### src/rtl/csq_pkg.sv
package csq_pkg;

   localparam int DIM_MAX      = 8;
   localparam int ELEM_W       = 16;
   localparam int MAG_W        = 17;
   localparam int SQ_W         = 31;
   localparam int SUM_W        = 34;
   localparam int RAD_W        = 64;
   localparam int ROOT_W       = 32;
   localparam int ROOT_STEPS   = 32;
   localparam int RAD_SHIFT    = 30;
   localparam int PROD_W       = MAG_W + ROOT_W;
   localparam int REM_W        = PROD_W + 1;
   localparam int QUO_W        = 16;
   localparam int TREE_STAGES  = 3;
   localparam int LANE_STAGES  = 2;
   localparam int DEF_DIM      = 8;
   localparam int DEF_FRAC     = 12;

   // per-lane sideband carried alongside the length computation
   typedef struct packed {
      logic             neg;
      logic [MAG_W-1:0] mag;
   } lane_side_type;

endpackage

### src/rtl/csq_lane.sv
module csq_lane (
   input  logic                               clock,
   input  logic                               adv,
   input  logic [csq_pkg::ELEM_W-1:0]         elem,
   output logic [csq_pkg::SQ_W-1:0]           sq,
   output csq_pkg::lane_side_type             side
);

   csq_pkg::lane_side_type          side0_ff, side0_in;
   csq_pkg::lane_side_type          side1_ff;
   logic [csq_pkg::SQ_W-1:0]        sq_ff, sq_in;
   logic [2*csq_pkg::MAG_W-1:0]     prod;

   always_comb begin
      side0_in.neg = elem[csq_pkg::ELEM_W-1];
      // most negative code keeps its full magnitude
      side0_in.mag = elem[csq_pkg::ELEM_W-1] ?
                     (csq_pkg::MAG_W'(0) - {1'b1, elem}) : {1'b0, elem};
   end

   assign prod  = side0_ff.mag * side0_ff.mag;
   assign sq_in = prod[csq_pkg::SQ_W-1:0];

   always_ff @(posedge clock) begin
      if (adv) begin
         side0_ff <= side0_in;
         side1_ff <= side0_ff;
         sq_ff    <= sq_in;
      end
   end

   assign sq   = sq_ff;
   assign side = side1_ff;

endmodule

### config.mk
export PLATFORM = sky130hd
export DESIGN_NAME = csq_lane
export DESIGN_NICKNAME = d
export VERILOG_FILES = /design/src/rtl/csq_pkg.sv /design/src/rtl/csq_lane.sv
export SDC_FILE = /design/constraint.sdc
export NUM_CORES = 1
export LEC_CHECK = 0
export BUFFER_PORTS_ARGS = -buffer_cell sky130_fd_sc_hd__buf_2
export CELL_PAD_IN_SITES_DETAIL_PLACEMENT = 1
export CELL_PAD_IN_SITES_GLOBAL_PLACEMENT = 2
export CORE_MARGIN = 2
export CORE_UTILIZATION = 45
export DETAILED_ROUTE_END_ITERATION = 6
export GPL_ROUTABILITY_DRIVEN = 1
export GPL_TIMING_DRIVEN = 0
export HOLD_SLACK_MARGIN = 0.03
export PLACE_DENSITY_LB_ADDON = 0.1
export SLEW_MARGIN = 20
export SYNTH_ARGS = -nofsm -noshare
export SYNTH_HDL_FRONTEND = slang
export SYNTH_SLANG_ARGS = --single-unit
export TNS_END_PERCENT = 10
### constraint.sdc
create_clock -name clock -period 16.5 [get_ports clock]
set_input_delay 1.65 -clock clock [delete_from_list [all_inputs] [get_ports clock]]
set_output_delay 1.65 -clock clock [all_outputs]
set_load 0.05 [all_outputs]
==> flow_summary.ini <==
[timing]
finalMaxSlewViolations = 0
finalCriticalPeriod_ns = 7.27
max_slew_margin_pct = 44.8
fin_setup_tns_ns = 0
rsz0062_at_grt = false
fmax_mhz = 138
finalCritPeriodShare_pct = 44.1
setup_ws_ns = 9.23
finalHoldViolCount = 0
tightest_slew_ns = 0.828
final-setup-viol-count = 0
clock_skew_ns = 0.0246

[logic_synthesis]
ys_ff_latch = 65
ys_warn_count = 0
synth.avg_cell_area_um2 = 10.1
ys.flop_type = edfxtp_1
synthCells = 1017
synthArstFlopShare_pct = 0
ys_seq_area_share_pct = 19.0
yosys.area.top_type = fa_1
syn-cell-area_um2 = 10300
synth.most_common_cell = inv_1
netlist_top_cells_area = fa_1, edfxtp_1, ha_1, inv_1, and2_1
synth.top_cell.area_share_pct = 37.4
ys_types = 45
synth_edf_count = 65
ys_top_cells_by_count = inv_1, fa_1, ha_1

[clocking]
ctsHoldBuffers = 0
post_cts_resized = 0
cts-root-buf = clkbuf_16
clk_latency_ns = 0.36
cts_buffers = 9
clock_sinks = 65
cts_buffer_depth = 2
cts.htree.levels = 3
cts_tree = yes
clkTransAtPathRegs_ns = 0.08
postCtsSetupBuffers = 0

[setup_path]
crit_type = flop to flop
r2r_slack_ns = 9.23
crit_start = side0_ff[5]
worstSetupEndpointType = flop
crit_arrival_ns = 7.35
startpoint_type = flop
r2r_cells = 18
cp.required_ns = 16.58
crit_fanout = 10
timing.rr.start = side0_ff[5]

[outcome]
status = completed

[global_route]
grt_pass1_wl_um = 43400
grt_pass1_vias = 7959
antenna_found_initial = 0
grt_max_degree = 52
grt_overflow_total = 0
track_usage_pct = 24.0
use_met1_pct = 29.9
gr-usage-met2_pct = 44.3
grt_use_met3_pct = 2.95
grt_busiest_layer = met2

[placement]
dpl_worst_slack_ns = 9.35
place_hpwl_um = 21800
port_buffers = 65
gp_congestion = 0.853

[cells_and_area]
syn2layout_area_growth_pct = 10.5
fin_util_pct = 50.4
insertedDiodeCount = 0
drive_gt1_share_pct = 9.00
fillers = 2567
finalNetCount = 1402

[run]
cap_viol_max_count = 0

[drt]
wl_per_cell_um = 19.4
drt_iter0_markers = 256
drt-total-wl_um = 26800
via_per_inst = 5.06
drc_errors = 0
vias = 7006
drt_first_pass_iters = 4
drtAntennaViolNets = 0

[worst_hold_path]
hold_path.startpoint = side0_ff[17]
hold_depth = 0
hp-class = flop to flop

[floorplan]
core_area_um2 = 22600
die_w_um = 155
pin_count = 67
start_util_pct = 45.6
row_count = 55
die-area_um2 = 24100
die_y_um = 155
[area by class of cell]
type                            instances  area [um2]  area share [%]
Multi-Input combinational cell        649        7180            63.2
Sequential cell                        65        1950            17.2
Inverter                              277        1040            9.14
Tap cell                              285         357            3.14
Timing Repair Buffer                   66         355            3.13
Clock buffer                            9         225            1.98
Clock inverter                          7         143            1.25
Buffer                                 27         116            1.02
[through the flow]
step                hold slack, ns  cells  cell area, um2
floorplan                    0.400   1018           10300
global placement             0.428   1368           11000
detailed placement           0.435   1369           11000
CTS                          0.457   1385           11400
global route                 0.458   1385           11400
finish                       0.450   1385           11400
[cell families after synthesis]
logic type | share of synthesized area [%]
AND/OR/NAND/NOR | 10.2
other | 0.0365
buffers and inverters | 11.2
adder cells (fa/ha/maj) | 49.2
multiplexers | 0.109
AO/OA/AOI/OAI | 6.01
flip-flops | 19.0
XOR/XNOR | 4.26
[worst max-delay path: stages (launching register included)]
cell and delay (ns):
edfxtp_1 0.77, clkbuf_1 0.63, nand2_1 0.23, fa_1 0.57, inv_1 0.06, fa_1 0.50
fa_1 0.53, fa_1 0.52, fa_1 0.54, inv_1 0.05, fa_1 0.60, inv_1 0.06
ha_1 0.27, clkbuf_1 0.36, a21oi_1 0.23, a2111oi_0 0.39, o21ai_0 0.23, a31o_2 0.29
xnor2_1 0.15
[cells in the final DEF, fill, tap and decap left out, drive strengths merged, types with 3 or more instances in the layout]
cell and n:
a211o 3, a211oi 3, a21o 11, a21oi 23
a31oi 7, and2 62, buf 69, bufinv 4
clkbuf 33, clkinv 3, edfxtp 65, fa 192
ha 97, inv 277, nand2 89, nand2b 6
nand3 6, nand4 6, nor2 25, nor2b 4
nor3 6, o21a 3, o21ai 24, o21bai 3
o31ai 7, o41ai 3, or2 4, xnor2 37
xor2 13
[sequential cells by signal (all words and copies together) (netlist names)]
register	flops
sq	29
side0_ff	18
side	18
[path summary, 6_finish.rpt]
kind	end
worst max-delay path	sq[26]
worst min-delay path	side[17]
worst max register to register	sq[26]
worst min register to register	side[17]
[routing by layer]
layer  vias to the layer above  share of wire (%)  wire [um]
met5                         -                  0          0
li1                       3241                  -          -
met3                        32                2.2        601
met4                         0                2.1        569
met2                        97                 54      14500
met1                      3636                 42      11100
Power is left out: the tool's default activity adds up to more than one toggle a clock period on the data nets, which glitch-free logic cannot reach.
