==> config.mk <==
export PLATFORM = sky130hd
export DESIGN_NAME = csq_sqrt
export DESIGN_NICKNAME = d
export VERILOG_FILES = /design/src/rtl/csq_pkg.sv /design/src/rtl/csq_sqrt.sv
export SDC_FILE = /design/constraint.sdc
export NUM_CORES = 2
export LEC_CHECK = 0
export BUFFER_PORTS_ARGS = -buffer_cell sky130_fd_sc_hd__buf_4
export CORE_ASPECT_RATIO = 0.9
export CORE_MARGIN = 4
export CORE_UTILIZATION = 40
export CTS_CLUSTER_SIZE = 30
export DETAILED_ROUTE_END_ITERATION = 10
export SYNTH_ARGS = -nofsm -noshare
export SYNTH_HDL_FRONTEND = slang
export SYNTH_MEMORY_MAX_BITS = 65536
export SYNTH_SLANG_ARGS = --single-unit
==> constraint.sdc <==
create_clock -name clock -period 7.7 [get_ports clock]
set_clock_uncertainty 0.15 [all_clocks]
set_input_delay 0 -clock clock [delete_from_list [all_inputs] [get_ports clock]]
set_output_delay 0 -clock clock [all_outputs]
set_load 0.1 [all_outputs]
==> src/rtl/csq_pkg.sv <==
package csq_pkg;

   localparam int DIM_MAX      = 8;
   localparam int ELEM_W       = 16;
   localparam int MAG_W        = 17;
   localparam int SQ_W         = 31;
   localparam int SUM_W        = 34;
   localparam int RAD_W        = 64;
   localparam int ROOT_W       = 32;
   localparam int ROOT_STEPS   = 32;
   localparam int RAD_SHIFT    = 30;
   localparam int PROD_W       = MAG_W + ROOT_W;
   localparam int REM_W        = PROD_W + 1;
   localparam int QUO_W        = 16;
   localparam int TREE_STAGES  = 3;
   localparam int LANE_STAGES  = 2;
   localparam int DEF_DIM      = 8;
   localparam int DEF_FRAC     = 12;

   // per-lane sideband carried alongside the length computation
   typedef struct packed {
      logic             neg;
      logic [MAG_W-1:0] mag;
   } lane_side_type;

endpackage

==> src/rtl/csq_sqrt.sv <==
module csq_sqrt #(
   parameter int PAY_W = 8
) (
   input  logic                          clock,
   input  logic                          adv,
   input  logic [csq_pkg::RAD_W-1:0]     rad,
   input  logic [PAY_W-1:0]              pay_i,
   output logic [csq_pkg::ROOT_W-1:0]    root,
   output logic [PAY_W-1:0]              pay_o
);

   localparam int N = csq_pkg::ROOT_STEPS;

   logic [csq_pkg::RAD_W-1:0] rem_ff  [N];
   logic [csq_pkg::RAD_W-1:0] root_ff [N];
   logic [PAY_W-1:0]          pay_ff  [N];

   // one result bit per stage, restoring digit recurrence
   for (genvar j = 0; j < N; j++) begin : g_step
      localparam logic [csq_pkg::RAD_W-1:0] BIT =
         csq_pkg::RAD_W'(1) << (csq_pkg::RAD_W - 2 - 2*j);
      logic [csq_pkg::RAD_W-1:0] rem_prev, root_prev, trial, rem_in, root_in;
      logic [PAY_W-1:0]          pay_prev;

      if (j == 0) begin : g_first
         assign rem_prev  = rad;
         assign root_prev = '0;
         assign pay_prev  = pay_i;
      end else begin : g_next
         assign rem_prev  = rem_ff[j-1];
         assign root_prev = root_ff[j-1];
         assign pay_prev  = pay_ff[j-1];
      end

      always_comb begin
         trial = root_prev + BIT;
         if (rem_prev >= trial) begin
            rem_in  = rem_prev - trial;
            root_in = (root_prev >> 1) + BIT;
         end else begin
            rem_in  = rem_prev;
            root_in = root_prev >> 1;
         end
      end

      always_ff @(posedge clock) begin
         if (adv) begin
            rem_ff[j]  <= rem_in;
            root_ff[j] <= root_in;
            pay_ff[j]  <= pay_prev;
         end
      end
   end

   assign root  = root_ff[N-1][csq_pkg::ROOT_W-1:0];
   assign pay_o = pay_ff[N-1];

endmodule

==> out/qor.yml <==
rsz0062_at_grt: "no"
cts_buffers: 295
post_dp_cell_area_mm2: 0.135
fmax_ghz: 0.195
seqCellArea_mm2: 0.0831
drive_gt1_frac: 0.0733
grt_antenna_before_repair: 16
grt_max_degree: 215
fin_tns_setup_ns: 0
first_iter_violations: 7876
viasPerCell: 5.47
cts_resized: 0
first_pass_iters: 5
start_util: 0.402
die_y_um: 546
worstPathArrival_ns: 5.59
ios: 114
crit_path_start: "rem_ff[1][688]"
final_min_period_over_clock_period: 0.666
cp-end-kind: "register"
synthAdderAreaFrac: 0.0542
ant_nets: 0
rr_worst_depth: 10
vias: 81300
leakagePower_uw: 0.0536
hold_path.class: "in2reg"
async_flop_share: 0
track_usage: 0.196
synth_compound_area_frac: 0.0897
status: "completed"
synth-edff-count: 2768
synthDistinctLibCells: 93
place_hpwl_um: 248000
ys_seq_elements: 2768
peakVddDrop_mv: 0.183
multi_input_area_mm2: 0.0423
grt_first_pass_wirelength_um: 499000
synth_nets: 10583
h-tree-depth: 5
synth-simple-area-share: 0.117
die-area_mm2: 0.331
yosysWarnings: 0
yosysSeqAreaShare: 0.645
worst_pin_slew_ns: 1.40
min-delay-start: "adv"
syn_area_per_cell_um2: 12.9
synth_area_mm2: 0.129
total_power_uw: 44000
worstPathMaxFanout: 57
final_nets: 10988
drc: 0
cts_root_buf: "clkbuf_16"
yosys.area_share.xor_xnor: 0.0588
critPathKind: "reg2reg"
gp_congestion: 0.913
syn_to_final_growth_pct: 13.3
post_cts_buffers: 0
min_period_ns: 5.13
maxCapViolations: 0
core_area_mm2: 0.320
post_drt_wl_per_cell_um: 22.4
portBuffers: 113
synthMuxAreaShare: 0.00798
setup_viol: 0
synth_top_family_by_area: "simple AND/OR/NAND/NOR gates"
power.density_mw_per_mm2: 301
clk_pin_slew_ns: 0.06
worstPathRequired_ns: 8.16
whs_path_depth: 2
final_area_mm2: 0.146
insertion_delay_ns: 0.91
clock-sinks: 2768
r2r_start: "rem_ff[1][688]"
overflow: 0
slew_headroom: 0.0575
ys.flop_type: "edfxtp_1"
num_rows: 197
report.final.slew_viol_count: 0
fill_cells: 28467
cp-start-kind: "register"
finalHoldViolCount: 0
wirelength_um: 332000
die_w_um: 606
clockBufferDepth: 4
hold_ws_ns: 0.0823
cts_tree: "built"
grt_pass1_vias: 79165
synthCells: 9951
[report_power, final]
| group | internal [µW] | total (µW) | switching, µW |
|---|---|---|---|
| Clock | 8170 | 14200 | 6020 |
| Sequential | 19000 | 20700 | 1670 |
| Combinational | 3540 | 9080 | 5540 |
| Total | 30700 | 44000 | 13200 |
[metal layers]
layer	routed length, µm	up-vias	global-route usage
met4	10200	2	0.0562
met1	148000	39773	0.278
met5	16	-	0
met3	22200	529	0.0312
met2	152000	2675	0.310
li1	-	38321	-
[cells in the mapped netlist, drive strengths merged (77+ instances only)]
library cell  count  area, µm²
edfxtp         2768      83100
clkbuf          174        653
nand4           169       1060
nand3           173        871
nand2b           93        589
or4              98        751
or3              83        519
o21a            119        893
ha              558       6980
nand2           617       2320
nor2b            77        482
a21oi           553       2780
mux2             83        938
xnor2           446       3910
a21o            223       1670
nor4            352       2210
inv             701       2630
nor3            283       1420
o21ai           491       2460
xor2            419       3670
nor2            633       2380
[layout make-up]
type	instances	area share
Clock buffer	340	0.0522
Multi-Input combinational cell	6273	0.290
Tap cell	4278	0.0367
Inverter	703	0.0181
Sequential cell	2768	0.569
Clock inverter	184	0.0135
Timing Repair Buffer	315	0.0202
Antenna cell	3	0.0000514
[sequential cells by signal (all words and copies together) (netlist names)]
name / flops
pay_ff: 256
rem_ff: 1984
root_ff: 528
[per-stage QoR]
| stage | setup slack [ns] | instances | utilization |
|---|---|---|---|
| finish | 2.57 | 14864 | 0.456 |
| global route | 2.18 | 14863 | 0.456 |
| CTS | 2.55 | 14861 | 0.456 |
| detailed placement | 2.59 | 14188 | 0.421 |
| global placement | 2.70 | 14188 | 0.421 |
| floorplan | 4.05 | 9951 | - |
[worst max-delay path, cell delays in order (launching register included)]
cell       delay [ns]
edfxtp_1         0.44
or3_1            0.45
nor4_1           0.57
nand3_1          0.24
or4_1            0.56
a2111oi_0        0.59
or2_2            0.92
inv_1            0.40
nand3_2          0.29
nor4_1           0.09
xor2_1           0.15
[final timing paths]
| check | endpoint | slack (ns) |
|---|---|---|
| setup reg to reg | rem_ff[1][755] | 2.57 |
| hold / removal | pay_ff[0][4] | 0.08 |
| setup / recovery | rem_ff[1][755] | 2.57 |
| hold reg to reg | pay_ff[0][120] | 0.23 |
[repair_timing]
item	4_1_cts	5_1_grt
hold buffers	149	0
setup endpoints to repair	0	0
endpoints found under the hold margin	524	0
[cell usage in the layout (no fill, tap or decap), types with 149 or more instances in the layout]
cell type and count:
clkbuf_16 298, nand2_1 616, o21ai_0 489, buf_4 150, edfxtp_1 2768, nor3_1 280
dlygate4sd3_1 149, xnor2_1 446, inv_1 700, nand4_1 169, a21o_1 223, ha_1 558
nor4_1 351, a21oi_1 551, xor2_1 419, nand3_1 172, nor2_1 633
[logic make-up (layout without fill, tap and decap cells)]
logic type / Yosys count / in the layout
other cells: 0 / 3
xor+xnor: 865 / 865
simple gates: 2904 / 2904
compound gates: 1854 / 1854
mux: 92 / 92
fa+ha+maj: 558 / 558
buf+inv: 910 / 1542
flops: 2768 / 2768
Power figures use the tool's default switching activity.
