$ cat src/rtl/csq_pkg.sv
package csq_pkg;

   localparam int DIM_MAX      = 8;
   localparam int ELEM_W       = 16;
   localparam int MAG_W        = 17;
   localparam int SQ_W         = 31;
   localparam int SUM_W        = 34;
   localparam int RAD_W        = 64;
   localparam int ROOT_W       = 32;
   localparam int ROOT_STEPS   = 32;
   localparam int RAD_SHIFT    = 30;
   localparam int PROD_W       = MAG_W + ROOT_W;
   localparam int REM_W        = PROD_W + 1;
   localparam int QUO_W        = 16;
   localparam int TREE_STAGES  = 3;
   localparam int LANE_STAGES  = 2;
   localparam int DEF_DIM      = 8;
   localparam int DEF_FRAC     = 12;

   // per-lane sideband carried alongside the length computation
   typedef struct packed {
      logic             neg;
      logic [MAG_W-1:0] mag;
   } lane_side_type;

endpackage

$ cat src/rtl/csq_div.sv
module csq_div (
   input  logic                          clock,
   input  logic                          adv,
   input  logic [csq_pkg::PROD_W-1:0]    num,
   input  logic [csq_pkg::SUM_W-1:0]     den,
   input  logic                          neg,
   output logic [csq_pkg::ELEM_W-1:0]    res
);

   localparam int N = csq_pkg::QUO_W;

   logic [csq_pkg::REM_W-1:0] rem_ff [N];
   logic [csq_pkg::SUM_W-1:0] den_ff [N];
   logic [N-1:0]              quo_ff [N];
   logic                      neg_ff [N];
   logic [csq_pkg::ELEM_W-1:0] res_ff, res_in;

   // quotient stays below one in Q1.15, so sixteen bits cover it
   for (genvar s = 0; s < N; s++) begin : g_step
      localparam int K = N - 1 - s;
      logic [csq_pkg::REM_W-1:0] rem_prev, dsh, rem_in;
      logic [csq_pkg::SUM_W-1:0] den_prev;
      logic [N-1:0]              quo_prev, quo_in;
      logic                      neg_prev;

      if (s == 0) begin : g_first
         assign rem_prev = {1'b0, num};
         assign den_prev = den;
         assign quo_prev = '0;
         assign neg_prev = neg;
      end else begin : g_next
         assign rem_prev = rem_ff[s-1];
         assign den_prev = den_ff[s-1];
         assign quo_prev = quo_ff[s-1];
         assign neg_prev = neg_ff[s-1];
      end

      always_comb begin
         dsh    = csq_pkg::REM_W'(den_prev) << K;
         quo_in = quo_prev;
         rem_in = rem_prev;
         if (rem_prev >= dsh) begin
            rem_in    = rem_prev - dsh;
            quo_in[K] = 1'b1;
         end
      end

      always_ff @(posedge clock) begin
         if (adv) begin
            rem_ff[s] <= rem_in;
            den_ff[s] <= den_prev;
            quo_ff[s] <= quo_in;
            neg_ff[s] <= neg_prev;
         end
      end
   end

   assign res_in = neg_ff[N-1] ? (csq_pkg::ELEM_W'(0) - quo_ff[N-1]) : quo_ff[N-1];

   always_ff @(posedge clock) begin
      if (adv) begin
         res_ff <= res_in;
      end
   end

   assign res = res_ff;

endmodule
$ cat config.mk
export PLATFORM = sky130hd
export DESIGN_NAME = csq_div
export DESIGN_NICKNAME = d
export VERILOG_FILES = /design/src/rtl/csq_pkg.sv /design/src/rtl/csq_div.sv
export SDC_FILE = /design/constraint.sdc
export NUM_CORES = 2
export LEC_CHECK = 0
export ABC_AREA = 1
export BUFFER_PORTS_ARGS = -buffer_cell sky130_fd_sc_hd__buf_2
export CAP_MARGIN = 15
export CORE_MARGIN = 4
export CORE_UTILIZATION = 45
export CTS_CLUSTER_DIAMETER = 100
export DETAILED_ROUTE_END_ITERATION = 12
export PLACE_DENSITY_LB_ADDON = 0.2
export SYNTH_ARGS = -nofsm -noshare
export SYNTH_HDL_FRONTEND = slang
export SYNTH_SLANG_ARGS = --single-unit
$ cat constraint.sdc
create_clock -name clock -period 4.7 [get_ports clock]
set_input_delay 0.235 -clock clock [delete_from_list [all_inputs] [get_ports clock]]
set_output_delay 0.235 -clock clock [all_outputs]
set_load 0.02 [all_outputs]
==> summary.txt <==
Outcome - finished, final reports clean
Critical Path, Cell by Cell - inv_1, ha_1, nand2_1, nor2_1, nand2_1, nor3_1, nand3_1, nand4_4, inv_2, buf_12, nand2_1, nand2_1
Synthesized instance count - 14210
Worst vdd ir - 495.7 uV
Number of routed nets with antenna violations - 0
Crit path buffers/inverters - 3
Worst Path Max Fanout - 36
Top Family by Delay on Critical Path - simple AND/OR/NAND/NOR gates
Crit. End Element - flip-flop
Worst path required time - 5260 ps
I/O Buffers - 101
Critical path depth - 12
Most frequent cells in the layout - nand2_1, inv_1, edfxtp_1, nor2_1, nand3_1
Setup TNS Final - 0 ps
Most common cell after layout, fill and taps aside - nand2_1
Row count - 173
First-pass GRT wire length - 515300 um
Largest net degree at the start of global routing - 161
CTS resizes - 0
GRT Util Overall - 29.66%
Avg Inst Size Synth - 7.127 um^2
Yosys warns - 0
Arr. time, crit path - 3870 ps
Top cell type's share of synthesized area - 42.33%
M1 GR Usage - 43.19%
Synth cell types - 48
Number of flops mapped to enable cells by yosys - 1428
Core area - 223200 um^2
Leakage - 56.85 nW
Num Clock Sinks - 1428
Worst Setup Start Kind - flip-flop
GR Util met3 - 6.560%
Max_cap viols - 0
Max-slew headroom - 26.28%
Vias in the first global route - 80780
DR iter-0 viols - 10630
Total gr overflow - 0
Syn_nets - 14860
Cell area after layout - 111600 um^2
Worst path slowest cell - edfxtp_1
Area Growth Syn to Fin - 10.16%
Hold Crit Class - in -> reg
Clk Latency, worst-skew pair - 850 ps
Max Fclk - 301.9 MHz
Post-Route WL - 353500 um
Die height - 482.5 um
Design Power - 65.11 mW
Worst reg2reg setup slack - 1390 ps
Clock transition at path regs - 60 ps
Layout Nets - 15150
Max Buffers Root-to-Sink - 3
Post-DR vias/cell - 5.094
Hold endpoint - neg_ff[0][0]
RSZ-0062 raised after global routing - no
Post-synthesis sequential area ratio - 42.33%
DRC Markers - 0
Most used routing layer in global routing - met2
Pwr Density - 583.5 nW/um^2
Via count - 89740
Primary FF master, synth - edfxtp_1
WL per Instance - 20.07 um
Placed cell areas - 105200 um^2
Critical path class - reg -> reg
Initial Util - 45.39%
Final setup viols - 0
Initial antenna violation count - 12
Layout cells sized above 1 - 3.614%
Crit-path max cell delay - 540 ps
Total Die Area - 232800 um^2
DR pass1 iterations - 8
GR Layer Usage met2 - 44.34%
Post-synth top area cell - edfxtp_1
Pins Over Slew Limit - 0
Die Wd - 482.5 um
Reg2reg end - rem_ff[1][184]
Num CTS Buffers - 162
Htree depth - 4
Synthesized cell area - 101300 um^2
Crit share post-route - 70.48%
Ys async rst share - 0%
DP HPWL - 288500 um
R2R cell count - 12
Clock root cell - clkbuf_16
Slew at the pin closest to its max-slew limit - 1098 ps
FF-to-FF Start - den_ff[1][78]
Clk_skew - 37.19 ps
Yosys reg bits - 1428
Leading post-synthesis cells by cell area - edfxtp_1, nand2_1, inv_1
Most used cell, CP - nand2_1
Final hold viol count - 0
Ports - 102
Crit path time final - 3312 ps
RePlAce Congestion - 1.011
Hold path depth - 2
Worst Min Path Start - neg
CTS tree - yes
## registers in the layout, summed over array words and instances (netlist names)
name,flops
neg_ff,16
quo_ff,136
res,16
den_ff,510
rem_ff,750
## worst max-delay path by stage
stage                         from             end
finish               den_ff[1][78]  rem_ff[1][184]
detailed placement    rem_ff[1][6]   rem_ff[1][98]
CTS                   rem_ff[1][6]   rem_ff[1][98]
global placement           num[15]   rem_ff[0][20]
global route        rem_ff[0][308]  rem_ff[0][385]
floorplan           rem_ff[1][202]  rem_ff[1][289]
## synthesized netlist by cell type (53+ instances only)
master	count
nor3_1	117
nor2_1	1155
edfxtp_1	1428
a21oi_1	496
nand4_1	173
ha_1	545
buf_2	53
o21ai_0	96
nand2_1	5876
xor2_1	273
inv_1	2793
nand3b_1	118
nand3_1	767
## through the flow
stage	worst slack, ps	cells	hold slack [ps]	utilization (%)
3_3_place_gp	1490	17230	400.6	47.13
4_1_cts	1487	17610	58.12	50.00
5_1_grt	1150	17610	114.1	50.00
6_report	1388	17620	117.6	50.00
2_1_floorplan	2329	14210	333.9	-
3_5_place_dp	1473	17230	404.5	47.13
## where the power goes
group          total, mW  switching, mW  internal, mW
Sequential          21.0           2.93          18.1
Clock               13.4           5.53          7.84
Combinational       30.8           21.2          9.57
## timing repair
item	CTS	global route
hold buffers	85	0
setup buffers	0	0
endpoints found under the hold margin	160	0
## layer usage
metal | wire [um] | part of all wire (%)
met5 | 0 | 0
met4 | 10410 | 2.9
met3 | 34980 | 9.9
met2 | 148900 | 42
met1 | 159200 | 45
## logic make-up after synthesis
kind of cell	Yosys count	share of synthesized area, %
DFF	1428	42.33
adders and majority gates	560	7.028
xor gates and xnor gates	286	2.473
AOI/OAI and AO/OA	689	3.685
and+or+nand+nor	8315	33.17
buffers and inverters	2935	11.31
## layout make-up
cell class | count | area, um^2
Fill cell | 22320 | 111600
Multi-Input combinational cell | 9850 | 46960
Sequential cell | 1428 | 42880
Inverter | 2823 | 10600
Clock buffer | 186 | 4208
Tap cell | 2975 | 3722
Timing Repair Buffer | 234 | 1882
Clock inverter | 115 | 1325
Antenna cell | 5 | 12.51
## worst reg2reg max path, delay by kind of cell (launching register included)
kind	cells	cell delay [ps]
adders and majority gates	1	350
DFF	1	540
buffers and inverters	3	530
and+or+nand+nor	8	1640
Note: power is estimated with default switching activity, not from simulation.
